`config.mk`:
```
export PLATFORM = sky130hd
export DESIGN_NAME = slot_table_allocator
export DESIGN_NICKNAME = d
export VERILOG_FILES = /design/src/design/sta_pkg.sv /design/src/design/sta_ctrl.sv /design/src/design/sta_dp.sv /design/src/design/slot_table_allocator.sv
export SDC_FILE = /design/constraint.sdc
export NUM_CORES = 2
export LEC_CHECK = 0
export ABC_CLOCK_PERIOD_IN_PS = 6200
export BUFFER_PORTS_ARGS = -buffer_cell sky130_fd_sc_hd__buf_2
export CORE_MARGIN = 2
export CORE_UTILIZATION = 25
export DETAILED_ROUTE_END_ITERATION = 8
export GPL_ROUTABILITY_DRIVEN = 0
export GPL_TIMING_DRIVEN = 0
export SLEW_MARGIN = 15
export SYNTH_ARGS = -nofsm -noshare
export SYNTH_HDL_FRONTEND = slang
export SYNTH_SLANG_ARGS = --single-unit
```
`constraint.sdc`:
```
create_clock -name clk -period 6.2 [get_ports clk]
set_input_delay 1.24 -clock clk [delete_from_list [all_inputs] [get_ports clk]]
set_output_delay 1.24 -clock clk [all_outputs]
set_load 0.005 [all_outputs]
```
`src/design/sta_pkg.sv`:
```
`timescale 1ns / 1ps

package sta_pkg;

  // Operation codes carried on the mode field.
  localparam logic [1:0] MODE_ALLOC   = 2'd0;
  localparam logic [1:0] MODE_GET     = 2'd1;
  localparam logic [1:0] MODE_RELEASE = 2'd2;

  // Result status codes.
  localparam logic [1:0] ST_OK    = 2'd0;
  localparam logic [1:0] ST_FULL  = 2'd1;
  localparam logic [1:0] ST_RANGE = 2'd2;

  // Field widths.
  localparam int MODE_W  = 2;
  localparam int INDEX_W = 8;
  localparam int VALUE_W = 32;
  localparam int SIZE_W  = 7;
  localparam int GRANT_W = 6;
  localparam int STAT_W  = 2;

  // Size register value after reset.
  localparam logic [SIZE_W-1:0] SIZE_RESET = 7'd64;

  // Commands from the controller to the datapath.
  typedef struct packed {
    logic load_in;   // capture a transaction and start the slot read
    logic execute;   // perform the operation and load the result register
  } sta_cmd_t;

endpackage

```
`src/design/sta_ctrl.sv`:
```
`timescale 1ns / 1ps

module sta_ctrl (
  input  logic            clk,
  input  logic            rst_n,
  input  logic            in_valid,
  output logic            in_ready,
  output logic            out_valid,
  input  logic            out_ready,
  output sta_pkg::sta_cmd_t cmd
);
  import sta_pkg::*;

  localparam logic S_IDLE = 1'b0;
  localparam logic S_EXEC = 1'b1;

  logic state_r, state_nxt;
  logic out_valid_r, out_valid_nxt;
  logic out_free;

  // A new transaction is taken only in the idle state.
  assign in_ready    = (state_r == S_IDLE);
  assign out_free    = !out_valid_r || out_ready;
  assign cmd.load_in = in_valid && in_ready;
  assign cmd.execute = (state_r == S_EXEC) && out_free;
  assign out_valid   = out_valid_r;

  // Next state and result-valid logic.
  always_comb begin
    state_nxt     = state_r;
    out_valid_nxt = out_valid_r;
    if (out_ready) begin
      out_valid_nxt = 1'b0;
    end
    unique case (state_r)
      S_IDLE: begin
        if (cmd.load_in) begin
          state_nxt = S_EXEC;
        end
      end
      S_EXEC: begin
        if (cmd.execute) begin
          state_nxt     = S_IDLE;
          out_valid_nxt = 1'b1;
        end
      end
      default: state_nxt = S_IDLE;
    endcase
  end

  // Control registers.
  always_ff @(posedge clk) begin
    if (!rst_n) begin
      state_r     <= S_IDLE;
      out_valid_r <= 1'b0;
    end else begin
      state_r     <= state_nxt;
      out_valid_r <= out_valid_nxt;
    end
  end

endmodule

```
`src/design/sta_dp.sv`:
```
`timescale 1ns / 1ps

module sta_dp #(
  parameter int TABLE_DEPTH = 64
) (
  input  logic                          clk,
  input  logic                          rst_n,
  input  sta_pkg::sta_cmd_t             cmd,
  input  logic                          cfg_we,
  input  logic [sta_pkg::SIZE_W-1:0]    cfg_wdata,
  input  logic [sta_pkg::MODE_W-1:0]    in_mode,
  input  logic signed [sta_pkg::INDEX_W-1:0] in_slot_index,
  input  logic [sta_pkg::VALUE_W-1:0]   in_object_value,
  output logic [sta_pkg::STAT_W-1:0]    out_status,
  output logic [sta_pkg::GRANT_W-1:0]   out_granted_index,
  output logic [sta_pkg::VALUE_W-1:0]   out_read_value
);
  import sta_pkg::*;

  localparam int IDX_W = $clog2(TABLE_DEPTH);

  // Slot storage; occupancy bits mark nonzero slots and reset clears them.
  logic [VALUE_W-1:0]     mem [TABLE_DEPTH];
  logic [VALUE_W-1:0]     mem_q;
  logic [TABLE_DEPTH-1:0] occ_r, occ_nxt;
  logic [SIZE_W-1:0]      size_r;

  // Captured transaction.
  logic [MODE_W-1:0]  mode_r;
  logic [INDEX_W-1:0] sidx_r;
  logic [VALUE_W-1:0] val_r;

  // Result registers.
  logic [STAT_W-1:0]  status_r, status_nxt;
  logic [GRANT_W-1:0] grant_r, grant_nxt;
  logic [VALUE_W-1:0] rdata_r, rdata_nxt;

  logic [7:0]       eff_size;
  logic             in_range;
  logic [IDX_W-1:0] slot;
  logic             found;
  logic [IDX_W-1:0] free_idx;
  logic [7:0]       free_w;
  logic             do_write;

  // Effective size is the register saturated to the table depth.
  assign eff_size = ({1'b0, size_r} > 8'(TABLE_DEPTH)) ? 8'(TABLE_DEPTH)
                                                       : {1'b0, size_r};
  assign in_range = !sidx_r[INDEX_W-1] && ({1'b0, sidx_r[INDEX_W-2:0]} < eff_size);
  assign slot     = sidx_r[IDX_W-1:0];

  // Lowest empty slot below the effective size.
  always_comb begin
    found    = 1'b0;
    free_idx = '0;
    for (int i = TABLE_DEPTH - 1; i >= 0; i--) begin
      if (!occ_r[i] && (8'(i) < eff_size)) begin
        found    = 1'b1;
        free_idx = IDX_W'(i);
      end
    end
  end

  assign free_w = 8'(free_idx);

  // Operation decode and result formation.
  always_comb begin
    status_nxt = ST_OK;
    grant_nxt  = '0;
    rdata_nxt  = '0;
    occ_nxt    = occ_r;
    do_write   = 1'b0;
    unique case (mode_r)
      MODE_ALLOC: begin
        if (found) begin
          grant_nxt         = free_w[GRANT_W-1:0];
          occ_nxt[free_idx] = (val_r != '0);
          do_write          = 1'b1;
        end else begin
          status_nxt = ST_FULL;
        end
      end
      MODE_GET: begin
        if (in_range) begin
          rdata_nxt = occ_r[slot] ? mem_q : '0;
        end else begin
          status_nxt = ST_RANGE;
        end
      end
      MODE_RELEASE: begin
        if (in_range) begin
          occ_nxt[slot] = 1'b0;
        end else begin
          status_nxt = ST_RANGE;
        end
      end
      default: ;
    endcase
  end

  // Slot memory: read at capture, write on allocate.
  always_ff @(posedge clk) begin
    if (cmd.load_in) begin
      mem_q <= mem[in_slot_index[IDX_W-1:0]];
    end
    if (cmd.execute && do_write) begin
      mem[free_idx] <= val_r;
    end
  end

  // Control state: occupancy and size register.
  always_ff @(posedge clk) begin
    if (!rst_n) begin
      occ_r  <= '0;
      size_r <= SIZE_RESET;
    end else begin
      if (cmd.execute) begin
        occ_r <= occ_nxt;
      end
      if (cfg_we) begin
        size_r <= cfg_wdata;
      end
    end
  end

  // Payload registers.
  always_ff @(posedge clk) begin
    if (cmd.load_in) begin
      mode_r <= in_mode;
      sidx_r <= in_slot_index;
      val_r  <= in_object_value;
    end
    if (cmd.execute) begin
      status_r <= status_nxt;
      grant_r  <= grant_nxt;
      rdata_r  <= rdata_nxt;
    end
  end

  assign out_status        = status_r;
  assign out_granted_index = grant_r;
  assign out_read_value    = rdata_r;

endmodule

```
`src/design/slot_table_allocator.sv`:
```
`timescale 1ns / 1ps
// Channel   Handshake              Payload
// input     in_valid / in_ready    in_mode, in_slot_index, in_object_value
// result    out_valid / out_ready  out_status, out_granted_index, out_read_value
// config    cfg_we                 cfg_wdata (table size)
//
// Each transaction's capture cycle starts the slot read; the execute state then runs
// the free-slot search and the memory write and loads the result register.
// Reset (rst_n, synchronous) clears all occupancy bits and sets the size to 64.
// A held result stalls the execute state; no new transaction is taken meanwhile.

module slot_table_allocator #(
  parameter int TABLE_DEPTH = 64
) (
  input  logic                 clk,
  input  logic                 rst_n,
  input  logic                 in_valid,
  output logic                 in_ready,
  input  logic [1:0]           in_mode,
  input  logic signed [7:0]    in_slot_index,
  input  logic [31:0]          in_object_value,
  output logic                 out_valid,
  input  logic                 out_ready,
  output logic [1:0]           out_status,
  output logic [5:0]           out_granted_index,
  output logic [31:0]          out_read_value,
  input  logic                 cfg_we,
  input  logic [6:0]           cfg_wdata
);
  import sta_pkg::*;

  sta_cmd_t cmd;

  // Sequencing and handshakes.
  sta_ctrl u_ctrl (
    .clk       (clk),
    .rst_n     (rst_n),
    .in_valid  (in_valid),
    .in_ready  (in_ready),
    .out_valid (out_valid),
    .out_ready (out_ready),
    .cmd       (cmd)
  );

  // Slot storage, search and result registers.
  sta_dp #(
    .TABLE_DEPTH (TABLE_DEPTH)
  ) u_dp (
    .clk               (clk),
    .rst_n             (rst_n),
    .cmd               (cmd),
    .cfg_we            (cfg_we),
    .cfg_wdata         (cfg_wdata),
    .in_mode           (in_mode),
    .in_slot_index     (in_slot_index),
    .in_object_value   (in_object_value),
    .out_status        (out_status),
    .out_granted_index (out_granted_index),
    .out_read_value    (out_read_value)
  );

endmodule

```
; ---- Word level (Yosys, flattened, before mapping)
; Memories as Yosys holds them, arrays and structs flattened. A register that Yosys moved wholly into a read port is not among the register bits.
; Cells that the tools add are included.
[word_totals]
register_bits = 155
mem_bits_rw = 2048
output_inout_bits = 42
mem_count = 1
[classes]
n_lt_le_gt_ge = 70
n_eq_ne = 4
n_mux = 152
bitwise_logic = 3
reduce_logical = 144
[mem_list]
columns = memory, words, width, read_ports, rd_ports_with_merged_regs, write_ports, line
row1 = u_dp.mem, 64, 32, 1, 1, 1, sta_dp.sv:23  ; logic [VALUE_W-1:0] mem [TABLE_DEPTH];
[op_table]
columns = op, n
row1 = 6-bit 2-to-1 mux, 64
row2 = "6-bit by 8-bit < comparator with 1-bit output, first input constant", 32
row3 = "5-bit by 8-bit < comparator with 1-bit output, first input constant", 16
row4 = 64-bit 2-to-1 mux, 2
row5 = 64-bit one-hot mux with 2 select lines, 1
row6 = 1-bit 2-to-1 mux, 77
row7 = 1-bit logical AND, 70
row8 = 1-bit zero test, 66
row9 = 64-bit AND, 1
row10 = 64-bit bitwise mux, 1
row11 = "4-bit by 8-bit < comparator with 1-bit output, first input constant", 8
row12 = 64-bit inverter, 1
row13 = "3-bit by 8-bit < comparator with 1-bit output, first input constant", 4
row14 = 32-bit nonzero test, 1
row15 = "1-bit by 8-bit < comparator with 1-bit output, first input constant", 2
row16 = "2-bit by 8-bit < comparator with 1-bit output, first input constant", 2
row17 = "6-bit by 7-bit < comparator with 1-bit output, second input constant", 2
row18 = 1-bit demux with 6-bit select, 2
row19 = "6-bit by 1-bit greater-or-equal comparator with 1-bit output, second input constant", 2
row20 = 7-bit by 8-bit < comparator with 1-bit output, 1
row21 = "7-bit > comparator, second input constant", 1
row22 = 7-bit 2-to-1 mux, 1
row23 = 1-bit binary-select mux with 6-bit select, 1
row24 = "2-bit by 1-bit != test with 1-bit output, second input constant", 2
row25 = other kinds (13), 13

; ---- Logic depth before layout (Yosys ltp)
[depth]
ltp_word = 75
depth_mapped = 18

; ---- Cells and area by module
; From an unflattened synthesis, not the netlist that was laid out.
[hier_totals]
cells_unflattened = 4173
hier_area_um2 = 88738.9
[by_module_without_submodules]
columns = module, instances, cells_each, area_each_um2
row1 = sta_dp, 1, 4164, 88636.3
row2 = sta_ctrl, 1, 9, 102.6

; ---- Worst setup path before layout
; No wires, ideal clock.
[synth_timing]
kind = input to register
from = input port out_ready
to = memory u_dp.mem[13][0], enable pin
setup_time_ns = 0.421
arrival_ns = 4.614
required_ns = 5.779
setup_slack_ns = 1.165
cell_stages = 6
path_cell_list = nand2b_1 > and2_1 > clkbuf_1 > and3_1 > nand2_1 > nor2_1
[synth_lines]
columns = element, line
row1 = start: declaration, slot_table_allocator.sv:23  ; input logic out_ready,
row2 = end: declaration, sta_dp.sv:23

; ---- Final worst setup path
[layout_timing]
from = register u_dp.size_r[5]
to = memory u_dp.mem[23][8], enable pin
[layout_via]
elab_chain_cells = 73
[layout_lines]
columns = element, line
row1 = start: declaration, sta_dp.sv:26  ; logic [SIZE_W-1:0] size_r;
row2 = start signal: assignment, sta_dp.sv:121  ; size_r <= cfg_wdata;
row3 = 7-bit > comparator, sta_dp.sv:47  ; assign eff_size = ({1'b0, size_r} > 8'(TABLE_DEPTH)) ? 8'(TABLE_DEPTH)
row4 = 7-bit 2-to-1 mux *, sta_dp.sv:47
row5 = 6-bit by 8-bit < comparator with 1-bit output, sta_dp.sv:57  ; if (!occ_r[i] && (8'(i) < eff_size)) begin
row6 = 1-bit logical AND, sta_dp.sv:57
row7 = 1-bit 2-to-1 mux (64 in a row), sta_dp.sv:57
row8 = 1-bit 2-to-1 mux, sta_dp.sv:75  ; if (found) begin
row9 = 1-bit 2-to-1 mux, sta_dp.sv:73  ; unique case (mode_r)
row10 = 1-bit logical AND, sta_dp.sv:106  ; if (cmd.execute && do_write) begin
row11 = 1-bit 2-to-1 mux, sta_dp.sv:106
row12 = 1-bit 2-to-1 mux (not written as such), sta_dp.sv:107  ; mem[free_idx] <= val_r;
; Every way passes the cells marked *; elsewhere a longest branch is shown, timed or not.

==> flow_summary_export.csv <==
group,metric,value,unit
setup_path,crit_fanout,20,
status,status,"complete, no violations",
power,power_frac_clock,41.5,%
timing,final-hold-violation-count,0,
clocking,cts_tree,"done",
yosys,avgSynthCellArea,21.4,um^2
floorplanning,io-pin-count,96,
floorplanning,die_x,600,um
detailed_routing,detail_route.wl_per_cell,26.8,um
yosys,yosys.area.top_type_share,73.1,%
timing,fin_skew,0.0594,ns
power,p_leak,32.3,nW
yosys,ys_seq_area_share,74.8,%
timing,slew_headroom,18.9,%
clocking,clock_path_buffers,3,
clocking,cts_buffers,220,
floorplanning,die_h,600,um
placed_design,dpl.hpwl,179000,um
floorplanning,die_area,360000,um^2
yosys,async_reset_ff_share,0,%
yosys,yosys-top-cells-count,"edfxtp_1 (2162), mux4_2 (664), clkbuf_1 (142)",
finish,drive_gt1_share,30.1,%
setup_path,required,6.76,ns
global_routing,first_global_vias,47100,
power,seq_power_share,52.8,%
clocking,clock-sinks,2235,
flow_run,maxCapViolations,0,
detailed_routing,drc,0,
finish,multi_input_area,21700,um^2
setup_path,crit_type,"flop to flop",
floorplanning,num_rows,218,
power,netSwitchingFraction,21.9,%
global_routing,grtUsageTotal,14.0,%
detailed_routing,vias,46800,
yosys,syn_nets,4215,
clocking,htreeDepth,4,
timing,grt_setup_unrepaired,"false",
power,power_frac_comb,5.7,%
setup_path,worstPathArrival,6.62,ns
finish,final_core_utilization,30.2,%
setup_path,critPathLaunchType,"flop",
yosys,netlist_top_cells_area,"edfxtp_1 (73%), mux4_2 (17%), dfxtp_1 (1.6%)",
setup_path,end_kind,"flop",
finish,nFillCells,34000,
detailed_routing,drt_pass1_iterations,8,
yosys,syn_inst,4151,
min_path,hp-class,"flop to flop",
yosys,syn_area,88800,um^2
clocking,hold_buffers,0,
detailed_routing,initialDrtViolationCount,6303,
floorplanning,core-area,353000,um^2
yosys,yosys_warnings,0,
timing,timing.hold.ws,0.495,ns
timing,finalMaxSlewViolations,0,
yosys,synth_top_area_cell,"edfxtp_1",
yosys,synth-edff-count,2162,
finish,syn2layout_area_growth,20.1,%
power,p_per_area,298,nW/um^2
timing,final.setup.tns,0,ns
finish,nets,4718,
global_routing,grt_antenna_before_repair,12,
clocking,cts_root_buf,"clkbuf_16",
global_routing,grt_pass1_wl,359000,um
clocking,path_clk_slew,0.06,ns
power,vdd_drop_max,0.333,mV
finish,seq_area,66400,um^2
timing,fin_ws,0.145,ns
power,p_int,24.8,mW
detailed_routing,via_per_inst,4.89,
timing,worst_pin_slew,1.22,ns
floorplanning,initial_core_util,25.1,%
timing,setup_viol,0,
power,switchingPower,6.94,mW
yosys,synth_seq_cells,2235,
yosys,synth_top_flop_cell,"edfxtp_1",
placed_design,port_buffers,94,
detailed_routing,ant_nets,0,
detailed_routing,wl,257000,um
yosys,synth.most_common_cell,"edfxtp_1",
timing,fmax,0.165,GHz
global_routing,grt_start_max_net_pins,36,
timing,layout_min_cycle_time,6.06,ns
global_routing,gr-total-overflow,0,
timing,fin_crit_sh,97.7,%
clocking,insertion_delay,0.90,ns
placed_design,dp_slack,-0.808,ns
yosys,ys_types,109,
## per-layer routing
metal | share of wire [%] | global-route usage, % | routed length (um)
met1 | 38 | 17.7 | 97300
met2 | 49 | 23.4 | 126000
met3 | 8.6 | 2.81 | 22100
met4 | 4.5 | 5.92 | 11600
met5 | 0.0066 | 0 | 17
## critical path: stages (launching register included)
cell,delay (ns)
dfxtp_1,0.43
buf_6,0.20
buf_4,0.22
buf_4,0.24
nor4b_2,0.32
o21ai_1,0.15
a222oi_1,0.35
nand2_1,0.12
nor3_1,0.67
o211ai_2,0.28
nor3_4,0.46
buf_2,0.40
nand2_1,0.64
nor2_4,0.88
buf_12,0.28
## per-stage QoR
| step | power, mW | instance area (um^2) | instances |
|---|---|---|---|
| finish | 31.7 | 107000 | 9566 |
| global route | 32.6 | 107000 | 9562 |
| CTS | 31.9 | 106000 | 9555 |
| detailed placement | 18.9 | 99400 | 9157 |
| global placement | 18.8 | 95200 | 8975 |
| floorplan | 18.0 | 88800 | 4151 |
## final cells by class
| cell class | instances | share of cell area [%] |
|---|---|---|
| tap | 4730 | 5.55 |
| timing repair buffer | 281 | 4.03 |
| clock inverter | 122 | 1.20 |
| sequential | 2235 | 62.3 |
| inverter | 19 | 0.0669 |
| buffer | 244 | 1.03 |
| antenna | 6 | 0.0141 |
| multi-input combinational | 1653 | 20.4 |
| clock buffer | 276 | 5.41 |
## placed cells by master, fill, tap and decap left out, types with 16 or more instances in the layout
cell	n
a31oi_1	22
nand3_1	27
o311a_1	22
a311oi_1	27
a21oi_1	92
nor3_1	19
nand4_1	16
buf_16	63
and2_1	44
nand2_1	119
buf_12	52
clkinv_2	37
clkbuf_2	16
mux4_2	664
buf_1	47
nor2_4	65
bufinv_16	20
clkinv_1	47
dfxtp_1	73
clkbuf_1	181
a22oi_1	38
buf_2	128
o21ai_0	103
buf_8	69
clkbuf_16	222
inv_1	16
a211oi_1	25
nor2_1	72
edfxtp_1	2162
o31ai_1	19
## power groups by stage
stage                     clock (mW)  combinational (mW)  sequential, mW
after global placement             0                1.47            17.3
after CTS                       13.3                1.83            16.8
after floorplan                    0               0.912            17.1
after detailed placement           0                1.82            17.1
final                           13.2                1.82            16.8
after global routing            13.9                1.91            16.8
## final timing paths
path	depth (start not counted)	to	slack [ns]	from
min	2	u_ctrl.out_valid	0.50	u_ctrl.out_valid
max	14	u_dp.mem[23][8]	0.14	u_dp.size_r[5]
max reg2reg	14	u_dp.mem[23][8]	0.14	u_dp.size_r[5]
min reg2reg	2	u_ctrl.out_valid	0.50	u_ctrl.out_valid
## cells by family after synthesis
logic type / Yosys count / share of synthesized area, %
DFF: 2235 / 74.8
muxes: 686 / 17.1
AOI/OAI and AO/OA: 484 / 3.84
and+or+nand+nor: 473 / 2.86
buffers and inverters: 263 / 1.28
adders and majority gates: 10 / 0.141
## flip-flops by register name, indices dropped and copies added (netlist names)
signal                  cells
u_ctrl.out_valid            1
u_dp.mode_r                 2
u_dp.occ_r                 64
u_dp.sidx_r                 8
u_dp.out_status             2
u_dp.val_r                 32
u_dp.out_read_value        32
u_dp.mem_q                 32
u_dp.out_granted_index      6
u_dp.mem                 2048
u_ctrl.state_r              1
u_dp.size_r                 7
## what timing repair did
item	4_1_cts	5_1_grt
endpoints found under the setup margin	0	11
buffers inserted	0	3
gates resized for setup	0	4
(Power assumes the default switching activity.)
